$ cat src/fd_pkg.sv
// Shared types and constants for the foldback distortion block.
// No dependencies; compiled first.
package fd_pkg;

	typedef struct packed {
		logic valid;
		logic pass;
	} fd_ctl_t;

	localparam fd_ctl_t FD_CTL_IDLE = '{valid: 1'b0, pass: 1'b0};

endpackage

$ cat src/fd_if.sv
// Valid/ready stream interfaces for input samples and folded samples.
// Depends on nothing; compiled after fd_pkg.
interface fd_in_if #(
	parameter int SAMPLE_BITS = 24
);
	logic                          valid;
	logic                          ready;
	logic signed [SAMPLE_BITS-1:0] sample_in;

	modport source (output valid, output sample_in, input ready);
	modport sink   (input valid, input sample_in, output ready);
endinterface

interface fd_out_if #(
	parameter int SAMPLE_BITS = 24
);
	logic                          valid;
	logic                          ready;
	logic signed [SAMPLE_BITS-1:0] sample_out;

	modport source (output valid, output sample_out, input ready);
	modport sink   (input valid, input sample_out, output ready);
endinterface

$ cat src/fd_cell.sv
// One restoring remainder cell: shifts in one dividend bit, subtracts the modulus if it fits.
// Depends on fd_pkg.
module fd_cell
	import fd_pkg::*;
#(
	parameter int SAMPLE_BITS = 24
) (
	input  logic                   clk,
	input  logic                   arst_n,
	input  logic                   en,
	input  logic [SAMPLE_BITS:0]   modulus,
	input  fd_ctl_t                ctl_i,
	input  logic [SAMPLE_BITS:0]   rem_i,
	input  logic [SAMPLE_BITS:0]   div_i,
	input  logic [SAMPLE_BITS-1:0] samp_i,
	output fd_ctl_t                ctl_o,
	output logic [SAMPLE_BITS:0]   rem_o,
	output logic [SAMPLE_BITS:0]   div_o,
	output logic [SAMPLE_BITS-1:0] samp_o
);

	localparam int W = SAMPLE_BITS + 1;

	logic [W:0]   trial;
	logic [W:0]   diff;
	logic [W-1:0] rem_next;

	fd_ctl_t              ctl_q;
	logic [W-1:0]         rem_q;
	logic [W-1:0]         div_q;
	logic [SAMPLE_BITS-1:0] samp_q;

	assign trial    = {rem_i, div_i[W-1]};
	assign diff     = trial - {1'b0, modulus};
	assign rem_next = (trial >= {1'b0, modulus}) ? diff[W-1:0] : trial[W-1:0];

	always_ff @(posedge clk or negedge arst_n) begin
		if (!arst_n) begin
			ctl_q <= FD_CTL_IDLE;
		end else if (en) begin
			ctl_q <= ctl_i;
		end
	end

	always_ff @(posedge clk) begin
		if (en) begin
			rem_q  <= rem_next;
			div_q  <= {div_i[W-2:0], 1'b0};
			samp_q <= samp_i;
		end
	end

	assign ctl_o  = ctl_q;
	assign rem_o  = rem_q;
	assign div_o  = div_q;
	assign samp_o = samp_q;

endmodule

$ cat src/foldback_distortion.sv
// Foldback distortion: an accepted sample passes the front-stage register, the remainder cells and the output register.
// Throughput one item per cycle; a row of SAMPLE_BITS+1 remainder cells, one dividend bit each,
// forms the pipeline, and the whole row stalls together while a finished item waits.
// Reset (arst_n low, asynchronous) clears all valid flags and the threshold to zero.
// Depends on fd_pkg, fd_if and fd_cell.
module foldback_distortion
	import fd_pkg::*;
#(
	parameter int SAMPLE_BITS = 24
) (
	input  logic                   clk,
	input  logic                   arst_n,
	input  logic                   cfg_we,
	input  logic [SAMPLE_BITS-2:0] cfg_wdata,
	fd_in_if.sink                  sample_ch,
	fd_out_if.source               folded_ch
);

	localparam int W = SAMPLE_BITS + 1;

	logic [SAMPLE_BITS-2:0] thresh_q;
	logic                   en;
	logic [W-1:0]           modulus;

	always_ff @(posedge clk or negedge arst_n) begin
		if (!arst_n) begin
			thresh_q <= '0;
		end else if (cfg_we) begin
			thresh_q <= cfg_wdata;
		end
	end

	assign modulus = {thresh_q, 2'b00};

	// front stage: offset, magnitude and band check
	logic signed [W-1:0] s_ext;
	logic signed [W-1:0] t_ext;
	logic signed [W-1:0] d_val;
	logic [W-1:0]        d_mag;
	logic                in_band;

	fd_ctl_t                ctl_s1;
	logic [W-1:0]           mag_s1;
	logic [SAMPLE_BITS-1:0] samp_s1;

	assign s_ext   = {sample_ch.sample_in[SAMPLE_BITS-1], sample_ch.sample_in};
	assign t_ext   = $signed({2'b00, thresh_q});
	assign d_val   = s_ext - t_ext;
	assign d_mag   = d_val[W-1] ? (W)'(-d_val) : d_val;
	assign in_band = (s_ext <= t_ext) && (s_ext >= -t_ext);

	assign en              = !folded_ch.valid || folded_ch.ready;
	assign sample_ch.ready = en;

	always_ff @(posedge clk or negedge arst_n) begin
		if (!arst_n) begin
			ctl_s1 <= FD_CTL_IDLE;
		end else if (en) begin
			ctl_s1.valid <= sample_ch.valid;
			ctl_s1.pass  <= in_band;
		end
	end

	always_ff @(posedge clk) begin
		if (en) begin
			mag_s1  <= d_mag;
			samp_s1 <= sample_ch.sample_in;
		end
	end

	// remainder chain
	fd_ctl_t                ctl_c  [0:W];
	logic [W-1:0]           rem_c  [0:W];
	logic [W-1:0]           div_c  [0:W];
	logic [SAMPLE_BITS-1:0] samp_c [0:W];

	assign ctl_c[0]  = ctl_s1;
	assign rem_c[0]  = '0;
	assign div_c[0]  = mag_s1;
	assign samp_c[0] = samp_s1;

	for (genvar i = 0; i < W; i++) begin : g_cell
		fd_cell #(
			.SAMPLE_BITS(SAMPLE_BITS)
		) u_cell (
			.clk     (clk),
			.arst_n  (arst_n),
			.en      (en),
			.modulus (modulus),
			.ctl_i   (ctl_c[i]),
			.rem_i   (rem_c[i]),
			.div_i   (div_c[i]),
			.samp_i  (samp_c[i]),
			.ctl_o   (ctl_c[i+1]),
			.rem_o   (rem_c[i+1]),
			.div_o   (div_c[i+1]),
			.samp_o  (samp_c[i+1])
		);
	end

	// back stage: fold the remainder into the band, or pass an in-band sample unchanged; a zero threshold gives zero
	logic signed [W:0]   r_off;
	logic [W-1:0]        r_abs;
	logic signed [W:0]   y_val;
	logic [SAMPLE_BITS-1:0] y_sel;

	logic                   out_valid_q;
	logic [SAMPLE_BITS-1:0] out_data_q;

	assign r_off = $signed({1'b0, rem_c[W]}) - $signed({2'b00, thresh_q, 1'b0});
	assign r_abs = r_off[W] ? (W)'(-r_off) : r_off[W-1:0];
	assign y_val = $signed({1'b0, r_abs}) - $signed({3'b000, thresh_q});

	always_comb begin
		if (thresh_q == '0) begin
			y_sel = '0;
		end else if (ctl_c[W].pass) begin
			y_sel = samp_c[W];
		end else begin
			y_sel = y_val[SAMPLE_BITS-1:0];
		end
	end

	always_ff @(posedge clk or negedge arst_n) begin
		if (!arst_n) begin
			out_valid_q <= 1'b0;
		end else if (en) begin
			out_valid_q <= ctl_c[W].valid;
		end
	end

	always_ff @(posedge clk) begin
		if (en) begin
			out_data_q <= y_sel;
		end
	end

	assign folded_ch.valid      = out_valid_q;
	assign folded_ch.sample_out = out_data_q;

`ifndef SYNTH
	logic signed [W-1:0] out_ext;
	logic signed [W-1:0] thr_ext;

	assign out_ext = {folded_ch.sample_out[SAMPLE_BITS-1], folded_ch.sample_out};
	assign thr_ext = $signed({2'b00, thresh_q});

	a_out_in_band: assert property (@(posedge clk) disable iff (!arst_n)
		folded_ch.valid |-> (out_ext <= thr_ext) && (out_ext >= -thr_ext))
		else $error("folded item outside threshold band");

	a_zero_thresh: assert property (@(posedge clk) disable iff (!arst_n)
		folded_ch.valid && (thresh_q == '0) |-> (folded_ch.sample_out == '0))
		else $error("nonzero item with zero threshold");

	a_stall_chain: assert property (@(posedge clk) disable iff (!arst_n)
		!en |=> $stable(ctl_c[W]) && $stable(ctl_s1))
		else $error("pipeline advanced while output stalled");
`endif

endmodule
$ cat src/flat_wrapper.sv
// flat-port wrapper written by rule: the top's interface ports become plain ports
module foldback_distortion_flat import fd_pkg::*;
#(
	parameter int SAMPLE_BITS = 24
)
  (clk, arst_n, cfg_we, cfg_wdata, sample_ch_valid, sample_ch_sample_in, sample_ch_ready, folded_ch_valid, folded_ch_sample_out, folded_ch_ready);
  fd_in_if #(.SAMPLE_BITS(SAMPLE_BITS)) sample_ch_i ();
  fd_out_if #(.SAMPLE_BITS(SAMPLE_BITS)) folded_ch_i ();
  input  logic clk;
  input  logic arst_n;
  input  logic cfg_we;
  input  logic [SAMPLE_BITS-2:0] cfg_wdata;
  input wire logic [$bits(sample_ch_i.valid)-1:0] sample_ch_valid;
  input wire logic [$bits(sample_ch_i.sample_in)-1:0] sample_ch_sample_in;
  output wire logic [$bits(sample_ch_i.ready)-1:0] sample_ch_ready;
  output wire logic [$bits(folded_ch_i.valid)-1:0] folded_ch_valid;
  output wire logic [$bits(folded_ch_i.sample_out)-1:0] folded_ch_sample_out;
  input wire logic [$bits(folded_ch_i.ready)-1:0] folded_ch_ready;
  assign sample_ch_i.valid = sample_ch_valid;
  assign sample_ch_i.sample_in = sample_ch_sample_in;
  assign sample_ch_ready = sample_ch_i.ready;
  assign folded_ch_valid = folded_ch_i.valid;
  assign folded_ch_sample_out = folded_ch_i.sample_out;
  assign folded_ch_i.ready = folded_ch_ready;
  foldback_distortion #(.SAMPLE_BITS(SAMPLE_BITS)) u_core (.clk(clk), .arst_n(arst_n), .cfg_we(cfg_we), .cfg_wdata(cfg_wdata), .sample_ch(sample_ch_i), .folded_ch(folded_ch_i));
endmodule
$ cat config.mk
export PLATFORM = sky130hd
export DESIGN_NAME = foldback_distortion_flat
export DESIGN_NICKNAME = d
export VERILOG_FILES = /design/src/fd_pkg.sv /design/src/fd_if.sv /design/src/fd_cell.sv /design/src/foldback_distortion.sv /design/src/flat_wrapper.sv
export SDC_FILE = /design/constraint.sdc
export NUM_CORES = 2
export LEC_CHECK = 0
export BUFFER_PORTS_ARGS = -buffer_cell sky130_fd_sc_hd__buf_2
export CAP_MARGIN = 20
export CORE_MARGIN = 3
export CORE_UTILIZATION = 65
export CTS_CLUSTER_SIZE = 28
export DETAILED_ROUTE_END_ITERATION = 16
export GPL_ROUTABILITY_DRIVEN = 0
export GPL_TIMING_DRIVEN = 0
export HOLD_SLACK_MARGIN = 0.15
export PLACE_DENSITY = 0.82
export SLEW_MARGIN = 20
export SYNTH_ARGS = -nofsm -noshare
export SYNTH_HDL_FRONTEND = slang
export SYNTH_SLANG_ARGS = --single-unit
export TNS_END_PERCENT = 100
$ cat constraint.sdc
create_clock -name clk -period 133.9 [get_ports clk]
set_input_delay 6.695 -clock clk [delete_from_list [all_inputs] [get_ports clk]]
set_output_delay 6.695 -clock clk [all_outputs]
set_load 0.05 [all_outputs]
==> metrics <==
Critical Path Sink Type primary output; synthesis-stage register bit count 1673; mapped cell area 87800 µm²; Num CTS Buffers 166; DR WL/cell 23.0 µm; FILL cells 8243; initial antenna violation count 3; core area 134000 µm²; clock transition time at the flip-flop clock pins of the worst setup and hold paths 70 ps; GRT Total Usage 30.3%; worst slew pin tran 1090 ps; Worst Path Required 127210 ps; crit path buf inv count 5; Async S/R FF share, synth about 4.5%; die boundary width 374 µm; number of synthesized flops with an enable pin between 1500 and 2000; vias in the first global route about 60000; P_leak 37.5 nW; H-tree depth 4; commonest non-fill, non-tap cell in the layout edfxtp_1; port bufs 76; # placed instances 9027; YS warnings 0; Worst Setup Path Type in2out; crit-path cells buf_2 -> nand2b_1 -> clkbuf_1 -> buf_2 -> buf_12 -> buf_2; Crit Path Max Fanout 33; DP Worst Slack 118550 ps; combinational share of power 48.4%; DRC errors left 0; Routed WL 215 mm; Starting DRT DRC Count 6320; setup bufs post-CTS 0; grt ovf 0; Final Non-Filler Cells 9336; RSZ-0062 raised after global routing no; Worst VDD drop between 0.015 and 0.02 mV; most frequent cell on the critical path buf_2; Final Cycle Share 11.4%; Main synth FF type edfxtp_1; I/O Pins 78; number of cell rows about 130; Worst slew margin 27.0%; area grow syn2layout 11.3%; switching pwr 1.17 mW; CTS Hold Buffers Added 0; hpwl dp 144 mm; CTS tree built; layout cells sized above 1 10.1%; delay-heaviest family, CP buffers and inverters; post-synthesis sequential area ratio between 50% and 60%; most frequent cells in the layout edfxtp_1, ha_1, a21oi_1; CP max-delay cell buf_2; largest net degree at the start of global routing 58; deepest clock path buffer count 3; Detail Route Antenna Nets 0; # nets final a little over 8000; Fin Clk Skew 45.2 ps; First-pass DRT Iterations 8; syn avg cell area 12.4 µm²; Int Pwr ~1.8 mW; outcome finished, final reports clean; R2R Setup Slk between 100000 and 150000 ps; final hold violations 0; Sequential Area 49900 µm²; setup_tns 0 ps; library cells used by synthesis 86; Critical Path Source Type input pin; Die H 374 µm; global-route wire length before repair 331 mm; # setup viols final 0; Root Buffer clkbuf_16; CTS Sinks 1673; Final WS setup 118580 ps; fin crit period around 15000 ps; Via Count 60600; Clk network pwr share 15.8%; post-cts sizing count 0; critical path arrival approximately 8600 ps; Sw Ratio 39.2%; max-cap viol count 0; worst skew pair latency 810 ps; die area 140000 µm²; sequential power share between 30% and 40%; max-slew violations 0; Mapped Nets 7832; Max stage delay on crit path 720 ps; Pwr Density 30.4 nW/µm²; via/cell ratio 6.49; multi-input logic area around 37000 µm²; synthesized netlist cell count between 7000 and 8000; worst hold path type reg2reg; starting density of the core ~66%; Max Fclk 0.0653 GHz
-- cells in the mapped netlist (43+ instances only) --
master    number  area share [%]
dfrtp_1       76             2.2
a211oi_1      64            0.55
nor2_1       440             1.9
a31oi_1       47            0.33
edfxtp_1    1597              55
nand4_1       60            0.43
ha_1         648             9.2
o31ai_1       54            0.46
nor3_1        90            0.51
a21oi_1      520             3.0
mux2_2       279             3.6
o21ai_0      510             2.9
clkbuf_1     114            0.49
a21o_1       194             1.7
nor2b_1      151             1.1
inv_1        204            0.87
nand2_1      518             2.2
o21a_1       123             1.1
nand3_1      101            0.58
o21bai_1      70            0.60
nand2b_1     109            0.78
xor2_1       184             1.8
xnor2_1      369             3.7
and3_1        43            0.31
-- registers in the layout, summed over array words and instances (netlist names) --
signal / flops
u_core.g_cell.u_cell.rem_o: 624
u_core.g_cell.u_cell.samp_o: 600
u_core.g_cell.u_cell.div_o: 300
u_core.g_cell.u_cell.ctl_o: 50
u_core.mag_s1: 25
u_core.folded_ch.sample_out: 24
u_core.samp_s1: 24
u_core.thresh_q: 23
u_core.ctl_c: 2
u_core.folded_ch.valid: 1
-- per-stage QoR --
step	utilization (%)	total power, mW	hold WS, ps	cell area [µm²]
CTS	73.1	2.95	393	97700
floorplan	-	2.30	400	87800
global route	73.1	3.14	391	97800
detailed placement	69.0	2.44	405	92300
finish	73.1	2.97	378	97800
global placement	67.6	2.66	400	90400
-- worst paths after layout --
check,cells past startpoint,end,startpoint
worst max-delay path,6,sample_ch_ready,folded_ch_ready
worst max register to register,24,u_core.folded_ch.sample_out[22]$_SDFFCE_PN0P_,u_core.thresh_q[5]$_DFFE_PN0P_
worst min-delay path,0,u_core.g_cell[5].u_cell.div_o[9]$_DFFE_PP_,u_core.g_cell[4].u_cell.div_o[8]$_DFFE_PP_
worst min register to register,0,u_core.g_cell[5].u_cell.div_o[9]$_DFFE_PP_,u_core.g_cell[4].u_cell.div_o[8]$_DFFE_PP_
max in group asynchronous,2,u_core.g_cell[5].u_cell.ctl_o[1]$_DFFE_PN0P_,arst_n
min in group asynchronous,1,u_core.g_cell[22].u_cell.ctl_o[0]$_DFFE_PN0P_,arst_n
-- power groups by stage --
stage / Sequential, mW / Combinational (mW) / Clock (mW)
final: 1.07 / 1.44 / 0.469
after CTS: 1.06 / 1.41 / 0.475
after detailed placement: 1.07 / 1.37 / 0
after floorplan: 1.26 / 1.04 / 0
after global placement: 1.37 / 1.29 / 0
after global routing: 1.08 / 1.57 / 0.495
-- cells by family (layout without fill, tap and decap cells) --
logic type,after synthesis,count (layout),share of synthesized area (%)
xor gates and xnor gates,554,554,5.53
DFF,1673,1673,56.8
and+or+nand+nor,1716,1716,9.48
adders and majority gates,675,675,9.85
buffers and inverters,334,793,1.43
AOI/OAI and AO/OA,1846,1846,13.0
other,0,4,0
muxes,307,307,3.90
-- metal layers --
metal	share of wire, %	track usage [%]	up-vias
met5	0	0	-
met4	7.1	19.1	0
met3	9.0	6.68	942
met2	47	48.9	3122
met1	37	37.3	29000
li1	-	-	27600
-- final cells by class --
cell class	count	share of cell area [%]
buffer	130	0.507
sequential	1673	51.0
tap	1768	2.26
timing repair buffer	154	2.19
antenna	4	0.0102
inverter	204	0.835
clock buffer	211	4.61
clock inverter	94	0.995
multi-input combinational	5098	37.6
Power figures use the tool's default switching activity.
